$ cat config.mk
export PLATFORM = sky130hd
export DESIGN_NAME = matrix_multiply_4x4_flat
export DESIGN_NICKNAME = d
export VERILOG_FILES = /design/src/mm4x4_pkg.sv /design/src/mm4x4_in_if.sv /design/src/mm4x4_out_if.sv /design/src/mm4x4_dp.sv /design/src/mm4x4_ctrl.sv /design/src/matrix_multiply_4x4.sv /design/src/flat_wrapper.sv
export VERILOG_INCLUDE_DIRS = /design/src /design/src/src
export SDC_FILE = /design/constraint.sdc
export NUM_CORES = 2
export LEC_CHECK = 0
export ABC_AREA = 1
export BUFFER_PORTS_ARGS = -buffer_cell sky130_fd_sc_hd__buf_2
export CAP_MARGIN = 20
export CORE_MARGIN = 1.5
export CORE_UTILIZATION = 38
export DETAILED_ROUTE_END_ITERATION = 12
export SYNTH_ARGS = -nofsm -noshare
export SYNTH_HDL_FRONTEND = slang
export SYNTH_SLANG_ARGS = --single-unit
$ cat constraint.sdc
create_clock -name clk -period 16.3 [get_ports clk]
set_clock_uncertainty 0.05 [all_clocks]
set_input_delay 0 -clock clk [delete_from_list [all_inputs] [get_ports clk]]
set_output_delay 0 -clock clk [all_outputs]
set_load 0.02 [all_outputs]
$ cat src/matrix_multiply_4x4_defines.svh
// Assertion macros shared by the matrix multiplier RTL.
// Expects clk and rst in the scope of every use.
`ifndef MATRIX_MULTIPLY_4X4_DEFINES_SVH
`define MATRIX_MULTIPLY_4X4_DEFINES_SVH

// Same-cycle implication, disabled during reset.
`define MM_ASSERT_NOW(lbl, ante, cons, msg) \
  lbl: assert property (@(posedge clk) disable iff (rst) (ante) |-> (cons)) \
    else $error(msg);

// Next-cycle implication, disabled during reset.
`define MM_ASSERT_NEXT(lbl, ante, cons, msg) \
  lbl: assert property (@(posedge clk) disable iff (rst) (ante) |=> (cons)) \
    else $error(msg);

`endif

$ cat src/mm4x4_pkg.sv
// Shared constants and types of the matrix multiplier.
// No dependencies; every file but the macro header imports it.
package mm4x4_pkg;

  localparam int DIM_DEFAULT = 4;
  localparam int DATA_W      = 32;
  localparam int FRAC_W      = 16;
  localparam int PROD_W      = 2 * DATA_W;
  localparam int POS_W       = 2;

  typedef enum logic [1:0] {
    ST_IDLE,
    ST_RUN,
    ST_WAIT,
    ST_EMIT
  } state_t;

  // Controller to datapath.
  typedef struct packed {
    logic take;      // input channel may accept a word
    logic rd_en;     // issue one store read pair
    logic rd_first;  // first term of a dot product
    logic rd_last;   // last term of a dot product
    logic load_out;  // load the result register
    logic out_last;  // element being loaded is the final one
  } cmd_t;

  // Datapath to controller.
  typedef struct packed {
    logic start_fire;  // accepted word asks for a product
    logic acc_done;    // accumulator holds a finished dot product
    logic out_free;    // result register can take a new element
  } status_t;

endpackage

$ cat src/mm4x4_in_if.sv
// Input channel: one element pair of A and B plus the start flag.
// Depends on mm4x4_pkg.
interface mm4x4_in_if;
  import mm4x4_pkg::*;

  logic                     valid;
  logic                     ready;
  logic [POS_W-1:0]         row_index;
  logic [POS_W-1:0]         col_index;
  logic signed [DATA_W-1:0] a_value;
  logic signed [DATA_W-1:0] b_value;
  logic                     start_req;

  modport source (output valid, row_index, col_index, a_value, b_value, start_req,
                  input ready);
  modport sink (input valid, row_index, col_index, a_value, b_value, start_req,
                output ready);
endinterface

$ cat src/mm4x4_out_if.sv
// Output channel: one element of the product matrix.
// Depends on mm4x4_pkg.
interface mm4x4_out_if;
  import mm4x4_pkg::*;

  logic                     valid;
  logic                     ready;
  logic [POS_W-1:0]         out_row;
  logic [POS_W-1:0]         out_col;
  logic signed [DATA_W-1:0] out_value;
  logic                     last;

  modport source (output valid, out_row, out_col, out_value, last, input ready);
  modport sink (input valid, out_row, out_col, out_value, last, output ready);
endinterface

$ cat src/mm4x4_dp.sv
// Datapath: element stores, multiply-accumulate pipe, saturation, result register.
// Depends on mm4x4_pkg, the channel interfaces and the assertion macros.
`include "matrix_multiply_4x4_defines.svh"

module mm4x4_dp #(
  parameter int DIM = mm4x4_pkg::DIM_DEFAULT
) (
  input  logic                      clk,
  input  logic                      rst,
  mm4x4_in_if.sink                  in_ch,
  mm4x4_out_if.source               out_ch,
  input  mm4x4_pkg::cmd_t           cmd,
  output mm4x4_pkg::status_t        status,
  input  logic [$clog2(DIM)-1:0]    rd_row,
  input  logic [$clog2(DIM)-1:0]    rd_col,
  input  logic [$clog2(DIM)-1:0]    rd_k
);
  import mm4x4_pkg::*;

  localparam int CELLS  = DIM * DIM;
  localparam int ADDR_W = $clog2(CELLS);
  localparam int ACC_W  = PROD_W + $clog2(DIM);
  localparam int SH_W   = ACC_W - FRAC_W;
  localparam logic signed [SH_W-1:0] SAT_HI = {{(SH_W-DATA_W){1'b0}}, 1'b0, {(DATA_W-1){1'b1}}};
  localparam logic signed [SH_W-1:0] SAT_LO = {{(SH_W-DATA_W){1'b1}}, 1'b1, {(DATA_W-1){1'b0}}};

  logic [DATA_W-1:0] left_mem  [CELLS];
  logic [DATA_W-1:0] right_mem [CELLS];

  logic              in_fire;
  logic              in_range;
  logic              wr_en;
  logic [ADDR_W-1:0] wr_addr;
  logic [ADDR_W-1:0] a_raddr;
  logic [ADDR_W-1:0] b_raddr;

  logic                     rd_vld, rd_first, rd_last;
  logic signed [DATA_W-1:0] a_q, b_q;
  logic                     prod_vld, prod_first, prod_last;
  logic signed [PROD_W-1:0] prod;
  logic signed [ACC_W-1:0]  acc;
  logic                     acc_done;
  logic signed [SH_W-1:0]   shifted;
  logic [DATA_W-1:0]        sat_value;

  logic                     res_vld;
  logic [POS_W-1:0]         res_row, res_col;
  logic [DATA_W-1:0]        res_value;
  logic                     res_last;

  // Input side
  assign in_ch.ready = cmd.take;
  assign in_fire     = in_ch.valid & in_ch.ready;
  assign in_range    = (32'(in_ch.row_index) < DIM) && (32'(in_ch.col_index) < DIM);
  assign wr_en       = in_fire & in_range;
  assign wr_addr     = ADDR_W'(32'(in_ch.row_index) * DIM + 32'(in_ch.col_index));

  assign a_raddr = ADDR_W'(32'(rd_row) * DIM + 32'(rd_k));
  assign b_raddr = ADDR_W'(32'(rd_k) * DIM + 32'(rd_col));

  always_ff @(posedge clk) begin
    if (wr_en) begin
      left_mem[wr_addr]  <= in_ch.a_value;
      right_mem[wr_addr] <= in_ch.b_value;
    end
  end

  always_ff @(posedge clk) begin
    if (cmd.rd_en) begin
      a_q <= left_mem[a_raddr];
      b_q <= right_mem[b_raddr];
    end
  end

  // Pipe control flags
  always_ff @(posedge clk) begin
    if (rst) begin
      rd_vld   <= 1'b0;
      prod_vld <= 1'b0;
      acc_done <= 1'b0;
    end else begin
      rd_vld   <= cmd.rd_en;
      prod_vld <= rd_vld;
      acc_done <= prod_vld & prod_last;
    end
  end

  always_ff @(posedge clk) begin
    rd_first   <= cmd.rd_first;
    rd_last    <= cmd.rd_last;
    prod_first <= rd_first;
    prod_last  <= rd_last;
    if (rd_vld) begin
      prod <= a_q * b_q;
    end
    if (prod_vld) begin
      acc <= prod_first ? ACC_W'(prod) : acc + ACC_W'(prod);
    end
  end

  // Floor shift to Q16.16, then clamp to 32 bits.
  assign shifted = SH_W'(acc >>> FRAC_W);

  always_comb begin
    if (shifted > SAT_HI) begin
      sat_value = SAT_HI[DATA_W-1:0];
    end else if (shifted < SAT_LO) begin
      sat_value = SAT_LO[DATA_W-1:0];
    end else begin
      sat_value = shifted[DATA_W-1:0];
    end
  end

  // Result register
  always_ff @(posedge clk) begin
    if (rst) begin
      res_vld <= 1'b0;
    end else if (cmd.load_out) begin
      res_vld <= 1'b1;
    end else if (out_ch.ready) begin
      res_vld <= 1'b0;
    end
  end

  always_ff @(posedge clk) begin
    if (cmd.load_out) begin
      res_row   <= POS_W'(rd_row);
      res_col   <= POS_W'(rd_col);
      res_value <= sat_value;
      res_last  <= cmd.out_last;
    end
  end

  assign out_ch.valid     = res_vld;
  assign out_ch.out_row   = res_row;
  assign out_ch.out_col   = res_col;
  assign out_ch.out_value = res_value;
  assign out_ch.last      = res_last;

  assign status.start_fire = in_fire & in_ch.start_req;
  assign status.acc_done   = acc_done;
  assign status.out_free   = ~res_vld | out_ch.ready;

  `MM_ASSERT_NOW(a_no_overwrite, cmd.load_out, !res_vld || out_ch.ready, "result overwritten while pending")
  `MM_ASSERT_NOW(a_drained_on_done, acc_done, !rd_vld && !prod_vld, "dot product done with terms in flight")
  `MM_ASSERT_NOW(a_idle_on_write, in_fire, !rd_vld && !prod_vld && !cmd.rd_en, "store written during a product")
endmodule

$ cat src/mm4x4_ctrl.sv
// Controller: sequences rows, columns and terms of the product.
// Depends on mm4x4_pkg and the assertion macros.
`include "matrix_multiply_4x4_defines.svh"

module mm4x4_ctrl #(
  parameter int DIM = mm4x4_pkg::DIM_DEFAULT
) (
  input  logic                   clk,
  input  logic                   rst,
  output mm4x4_pkg::cmd_t        cmd,
  input  mm4x4_pkg::status_t     status,
  output logic [$clog2(DIM)-1:0] rd_row,
  output logic [$clog2(DIM)-1:0] rd_col,
  output logic [$clog2(DIM)-1:0] rd_k
);
  import mm4x4_pkg::*;

  localparam int IDX_W = $clog2(DIM);
  localparam logic [IDX_W-1:0] IDX_MAX = IDX_W'(DIM - 1);

  state_t           state, state_next;
  logic [IDX_W-1:0] r, r_next;
  logic [IDX_W-1:0] c, c_next;
  logic [IDX_W-1:0] k, k_next;
  logic             at_end;

  assign at_end = (r == IDX_MAX) && (c == IDX_MAX);

  always_ff @(posedge clk) begin
    if (rst) begin
      state <= ST_IDLE;
      r     <= '0;
      c     <= '0;
      k     <= '0;
    end else begin
      state <= state_next;
      r     <= r_next;
      c     <= c_next;
      k     <= k_next;
    end
  end

  // Next state
  always_comb begin
    state_next = state;
    unique case (state)
      ST_IDLE: if (status.start_fire) state_next = ST_RUN;
      ST_RUN:  if (k == IDX_MAX) state_next = ST_WAIT;
      ST_WAIT: if (status.acc_done) state_next = ST_EMIT;
      ST_EMIT: begin
        if (status.out_free) state_next = at_end ? ST_IDLE : ST_RUN;
      end
      default: state_next = ST_IDLE;
    endcase
  end

  // Counters: advance the term in RUN, the element after each emit.
  always_comb begin
    r_next = r;
    c_next = c;
    k_next = k;
    unique case (state)
      ST_IDLE: begin
        r_next = '0;
        c_next = '0;
        k_next = '0;
      end
      ST_RUN: k_next = (k == IDX_MAX) ? '0 : k + 1'b1;
      ST_WAIT: k_next = '0;
      ST_EMIT: begin
        if (status.out_free) begin
          if (c == IDX_MAX) begin
            c_next = '0;
            r_next = (r == IDX_MAX) ? '0 : r + 1'b1;
          end else begin
            c_next = c + 1'b1;
          end
        end
      end
      default: k_next = '0;
    endcase
  end

  // Outputs
  always_comb begin
    cmd = '0;
    unique case (state)
      ST_IDLE: cmd.take = 1'b1;
      ST_RUN: begin
        cmd.rd_en    = 1'b1;
        cmd.rd_first = (k == '0);
        cmd.rd_last  = (k == IDX_MAX);
      end
      ST_WAIT: cmd = '0;
      ST_EMIT: begin
        cmd.load_out = status.out_free;
        cmd.out_last = at_end;
      end
      default: cmd = '0;
    endcase
  end

  assign rd_row = r;
  assign rd_col = c;
  assign rd_k   = k;

  `MM_ASSERT_NOW(a_start_when_idle, status.start_fire, state == ST_IDLE, "start taken while busy")
  `MM_ASSERT_NEXT(a_final_to_idle, cmd.load_out && cmd.out_last, state == ST_IDLE, "missed return to idle")
endmodule

$ cat src/matrix_multiply_4x4.sv
// Top level of the DIM x DIM signed Q16.16 matrix multiplier.
// Depends on mm4x4_pkg, the channel interfaces, mm4x4_ctrl and mm4x4_dp.
//
// Usage:
//   in_ch carries one word per element pair: row_index, col_index, a_value
//   (element of A) and b_value (element of B at the same place). An index at
//   or beyond DIM is not stored. start_req = 1 stores the pair, then starts
//   C = A * B over the stored elements.
//   out_ch returns DIM*DIM words in row-major order, out_value saturated to
//   32 bits, last set on the final word.
// Sequencing:
//   A word without start only stores its pair, and in_ch stays ready. After
//   a start word each element passes through the single shared
//   multiply-accumulate (read the two stores, multiply, accumulate,
//   saturate) before the next element begins. in_ch.ready stays low while
//   the product runs and rises again once the last element is registered.
// Reset: rst (synchronous, active high) idles the sequencer and empties the
//   pipe and the result register. The stores are not cleared: every element
//   must be written before the first start.
// Stall: a low out_ch.ready holds the result register and the sequencer
//   waits for it; no element is lost or repeated.
module matrix_multiply_4x4 #(
  parameter int DIM = mm4x4_pkg::DIM_DEFAULT
) (
  input  logic        clk,
  input  logic        rst,
  mm4x4_in_if.sink    in_ch,
  mm4x4_out_if.source out_ch
);
  import mm4x4_pkg::*;

  localparam int IDX_W = $clog2(DIM);

  cmd_t             cmd;
  status_t          status;
  logic [IDX_W-1:0] rd_row;
  logic [IDX_W-1:0] rd_col;
  logic [IDX_W-1:0] rd_k;

  // Sequencer: walks elements and terms, gates both channels.
  mm4x4_ctrl #(
    .DIM (DIM)
  ) u_ctrl (
    .clk    (clk),
    .rst    (rst),
    .cmd    (cmd),
    .status (status),
    .rd_row (rd_row),
    .rd_col (rd_col),
    .rd_k   (rd_k)
  );

  // Stores, multiply-accumulate pipe and the result register.
  mm4x4_dp #(
    .DIM (DIM)
  ) u_dp (
    .clk    (clk),
    .rst    (rst),
    .in_ch  (in_ch),
    .out_ch (out_ch),
    .cmd    (cmd),
    .status (status),
    .rd_row (rd_row),
    .rd_col (rd_col),
    .rd_k   (rd_k)
  );
endmodule
$ cat src/flat_wrapper.sv
// flat-port wrapper written by rule: the top's interface ports become plain ports
module matrix_multiply_4x4_flat import mm4x4_pkg::*;
#(
  parameter int DIM = mm4x4_pkg::DIM_DEFAULT
)
  (clk, rst, in_ch_valid, in_ch_row_index, in_ch_col_index, in_ch_a_value, in_ch_b_value, in_ch_start_req, in_ch_ready, out_ch_valid, out_ch_out_row, out_ch_out_col, out_ch_out_value, out_ch_last, out_ch_ready);
  mm4x4_in_if in_ch_i ();
  mm4x4_out_if out_ch_i ();
  input  logic clk;
  input  logic rst;
  input wire logic [$bits(in_ch_i.valid)-1:0] in_ch_valid;
  input wire logic [$bits(in_ch_i.row_index)-1:0] in_ch_row_index;
  input wire logic [$bits(in_ch_i.col_index)-1:0] in_ch_col_index;
  input wire logic [$bits(in_ch_i.a_value)-1:0] in_ch_a_value;
  input wire logic [$bits(in_ch_i.b_value)-1:0] in_ch_b_value;
  input wire logic [$bits(in_ch_i.start_req)-1:0] in_ch_start_req;
  output wire logic [$bits(in_ch_i.ready)-1:0] in_ch_ready;
  output wire logic [$bits(out_ch_i.valid)-1:0] out_ch_valid;
  output wire logic [$bits(out_ch_i.out_row)-1:0] out_ch_out_row;
  output wire logic [$bits(out_ch_i.out_col)-1:0] out_ch_out_col;
  output wire logic [$bits(out_ch_i.out_value)-1:0] out_ch_out_value;
  output wire logic [$bits(out_ch_i.last)-1:0] out_ch_last;
  input wire logic [$bits(out_ch_i.ready)-1:0] out_ch_ready;
  assign in_ch_i.valid = in_ch_valid;
  assign in_ch_i.row_index = in_ch_row_index;
  assign in_ch_i.col_index = in_ch_col_index;
  assign in_ch_i.a_value = in_ch_a_value;
  assign in_ch_i.b_value = in_ch_b_value;
  assign in_ch_i.start_req = in_ch_start_req;
  assign in_ch_ready = in_ch_i.ready;
  assign out_ch_valid = out_ch_i.valid;
  assign out_ch_out_row = out_ch_i.out_row;
  assign out_ch_out_col = out_ch_i.out_col;
  assign out_ch_out_value = out_ch_i.out_value;
  assign out_ch_last = out_ch_i.last;
  assign out_ch_i.ready = out_ch_ready;
  matrix_multiply_4x4 #(.DIM(DIM)) u_core (.clk(clk), .rst(rst), .in_ch(in_ch_i), .out_ch(out_ch_i));
endmodule
==> results by group <==
Setup path
  – Reg2reg start: u_core.u_dp.b_q[5]
  – WP data required: 16.81 ns
  – Critical Path End Type: register
  – Setup Crit Path Kind: reg -> reg
  – Worst Path Arrival: roughly 8.9 ns
  – R2R setup slack: 7.95 ns
  – Worst setup SP type: register
  – Worst Path Max Fanout: 32
  – Worst reg2reg endpoint: u_core.u_dp.prod[60]
  – R2R depth: 25

STA
  – Setup violations, final: 0
  – Slew Limit Headroom: 23.1%
  – RSZ-0062 raised after global routing: false
  – Total Neg Setup Slack: 0 ns
  – FMAX: around 120 MHz
  – Fin. max-slew vios: 0
  – Min setup slack post-route: roughly 7.9 ns
  – Fin crit share: around half
  – Worst Tran Pin Value: ~1.2 ns
  – Final Hold Fails: 0
  – Tmin final: about 8.4 ns

Placed design
  – Final Wtd Congestion: 0.982
  – Post-DP Area: approximately 95,000 um2
  – Placement Setup Slack: 7.94 ns
  – Post-DP HPWL: 182,000 um
  – Placed cells: approximately 12,000
  – PortBufs: 111

Routing
  – DR iter-0 viols: between 5,000 and 6,000
  – Total wire length: 266,000 um
  – Avg WL per Cell: 21.5 um
  – Vias: around 64,000
  – DRC Markers: 0
  – Routed vias/inst: between 5 and 6
  – ANT nets after route: 0
  – DR pass1 iterations: 5

CTS
  – CTS buffer count: roughly 140
  – # clock sinks: roughly 1,300
  – Skew-Pair Late Insertion Delay: a little over 0.8 ns
  – CTS Buffer Depth: 3
  – H-Tree Depth: 4
  – Post-CTS Setup Inserts: 0
  – Root buffer cell: clkbuf_16
  – Hold_buf cts: 76
  – Post-CTS Resized: 0
  – Clock slew at reported path FFs: 0.06 ns
  – CTS tree: done

Synth
  – Cell Area, Synth: a little over 90,000 um2
  – Average size of a mapped cell: 10.1 um2
  – Post-synthesis sequential area ratio: 41.5%
  – Count leader, synth: nand2_1
  – Synth async-reset ratio: 0%
  – Netlist cell types: 53
  – Post-synth EDFFs: roughly 1,300
  – Post-synth top cells: nand2_1 (1,800), inv_1 (1,792), edfxtp_1 (1,255)
  – Main area contributors after synthesis: edfxtp_1 (41%), fa_1 (24%), nand2_1 (7.4%)
  – Synth warn: 0
  – Primary FF master, synth: edfxtp_1
  – Synth Instances: ~9,100
  – Yosys top cell area share: 41.2%
  – Syn nets: roughly 10,000
  – Largest area contributor in the netlist: edfxtp_1
  – Synth Register Bits: about 1,300

Die
  – Core footprint: around 240,000 um2
  – DIE AREA: approximately 240,000 um2
  – Die width: between 400 and 500 um
  – Row Count: 179
  – Top-level I/O count: 112
  – Initial Util: 38.3%
  – Die H: around 490 um

Worst hold path
  – Hold endpoint: u_core.u_dp.right_mem[5][11]
  – Hold path start: in_ch_b_value[11]
  – WHS Path Cells: 2
  – Min-Delay Path Class: in -> reg

Global routing
  – GR met1 Demand/Resource: 28.9%
  – Initial antenna violation count: 20
  – Vias in the first global route: around 67,000
  – Busiest layer in global routing: met2
  – Global Route met3 Usage: ~3.0%
  – GR Util All Layers: a little over a fifth
  – Grt total ovfl: 0
  – Global-route wire length before repair: roughly 410,000 um
  – Pin count of the biggest net entering global routing: 221
  – Met2 usage: between 30% and 40%

Final layout
  – Non-Filler Instances: about 12,000
  – Layout cells sized above 1: a little under 6%
  – Nets: between 10,000 and 15,000
  – Area growth, synth to finish: 10.1%
  – Final instance area: between 100,000 and 150,000 um2

Job
  – Max Cap Viol: 0

Run status
  – Status: completed
-- placed cells by master (no fill, tap or decap), types with 7 or more instances in the layout --
cell type / netlist / routed
a21o_1: 9 / 9
a21oi_1: 211 / 211
buf_2: 61 / 111
buf_4: 11 / 124
clkbuf_1: 335 / 30
clkbuf_16: 0 / 140
clkinv_1: 1 / 20
clkinv_16: 0 / 11
clkinv_2: 0 / 13
clkinvlp_4: 0 / 7
dfxtp_1: 16 / 7
dlygate4sd3_1: 0 / 76
edfxtp_1: 1255 / 1255
fa_1: 1083 / 1083
ha_1: 258 / 257
inv_1: 1792 / 1789
inv_2: 16 / 16
mux2i_1: 92 / 92
nand2_1: 1800 / 1800
nand2_2: 10 / 10
nand3_1: 186 / 186
nand3b_1: 20 / 20
nand4_1: 34 / 34
nor2_1: 802 / 792
nor2_2: 13 / 13
nor2_4: 4 / 14
nor3_1: 23 / 17
nor3_2: 3 / 9
nor4_1: 15 / 15
o211ai_1: 80 / 80
o21ai_0: 491 / 491
o21ai_1: 13 / 13
o21bai_1: 29 / 29
o221ai_1: 178 / 178
o22ai_1: 42 / 42
o32ai_1: 36 / 36
or2_2: 20 / 20
xnor2_1: 25 / 25
xor2_1: 42 / 42
-- state kept, by name, indices dropped and copies added, names as in the netlist, 2 cells and up --
register                      count
u_core.u_ctrl.rd_k                2
u_core.u_ctrl.state               2
u_core.u_dp.out_ch.out_col        2
u_core.u_dp.left_mem            512
u_core.u_dp.a_q                  32
u_core.u_dp.prod                 64
u_core.u_dp.b_q                  32
u_core.u_dp.out_ch.out_value     32
u_core.u_dp.right_mem           512
u_core.u_dp.acc                  66
u_core.u_ctrl.rd_col              2
u_core.u_ctrl.rd_row              2
u_core.u_dp.out_ch.out_row        2
-- worst max-delay path by stage --
stage                              startpoint                   end  slack, ns  cells past startpoint
after floorplan           u_core.u_dp.a_q[31]  u_core.u_dp.prod[63]       8.93                     25
after global placement     u_core.u_dp.b_q[5]  u_core.u_dp.prod[63]       8.01                     27
after detailed placement   u_core.u_dp.b_q[5]  u_core.u_dp.prod[63]       7.94                     27
after CTS                  u_core.u_dp.b_q[5]  u_core.u_dp.prod[63]       7.92                     27
after global routing       u_core.u_dp.b_q[5]  u_core.u_dp.prod[55]       7.38                     27
final                      u_core.u_dp.b_q[5]  u_core.u_dp.prod[60]       7.95                     25
-- cell type report --
cell class,count,area [um2]
Clock inverter,66,817
Sequential cell,1271,38000
Fill cell,22900,138000
Timing Repair Buffer,313,2290
Multi-Input combinational cell,5566,45200
Antenna cell,4,10.0
Clock buffer,172,3640
Tap cell,3167,3960
Inverter,1809,6810
-- routing by layer --
metal / wire [um] / vias up
li1: - / 28900
met1: 111000 / 32700
met2: 131000 / 2160
met3: 16900 / 476
met4: 7090 / 28
met5: 172 / -
-- stage by stage --
step                      utilization, %  hold WS, ns
after floorplan                        -       0.0489
after global placement              40.0        0.254
after detailed placement            40.0        0.255
after CTS                           42.2      0.00515
after global routing                42.2       0.0714
final                               42.2       0.0655
-- critical path: stages (launching register included) --
cell and delay, ns:
edfxtp_1 0.32, buf_4 0.44, nand2_1 0.26, inv_1 0.15, fa_1 0.40, inv_1 0.27
fa_1 0.47, inv_1 0.23, fa_1 0.50, fa_1 0.86, inv_1 0.37, fa_1 0.57
inv_1 0.06, fa_1 0.54, inv_1 0.05, fa_1 0.48, inv_1 0.05, fa_1 0.45
ha_1 0.48, nand2_1 0.14, nor2_1 0.18, nand2_1 0.16, nor4_1 0.31, nand2_1 0.20
nand3_1 0.11, nand2_1 0.06
-- logic make-up (layout without fill, tap and decap cells) --
group	Yosys count	count (layout)	synth area share (%)
compound gates	1119	1119	7.48
xor+xnor	67	67	0.641
fa+ha+maj	1341	1341	27.2
buf+inv	2225	2360	9.25
flops	1271	1271	41.5
mux	92	92	1.01
other cells	0	4	0
simple gates	2947	2947	12.9
Power is not shown: default switching activity piles up to over one toggle a cycle in this logic, so the estimate is an artifact.
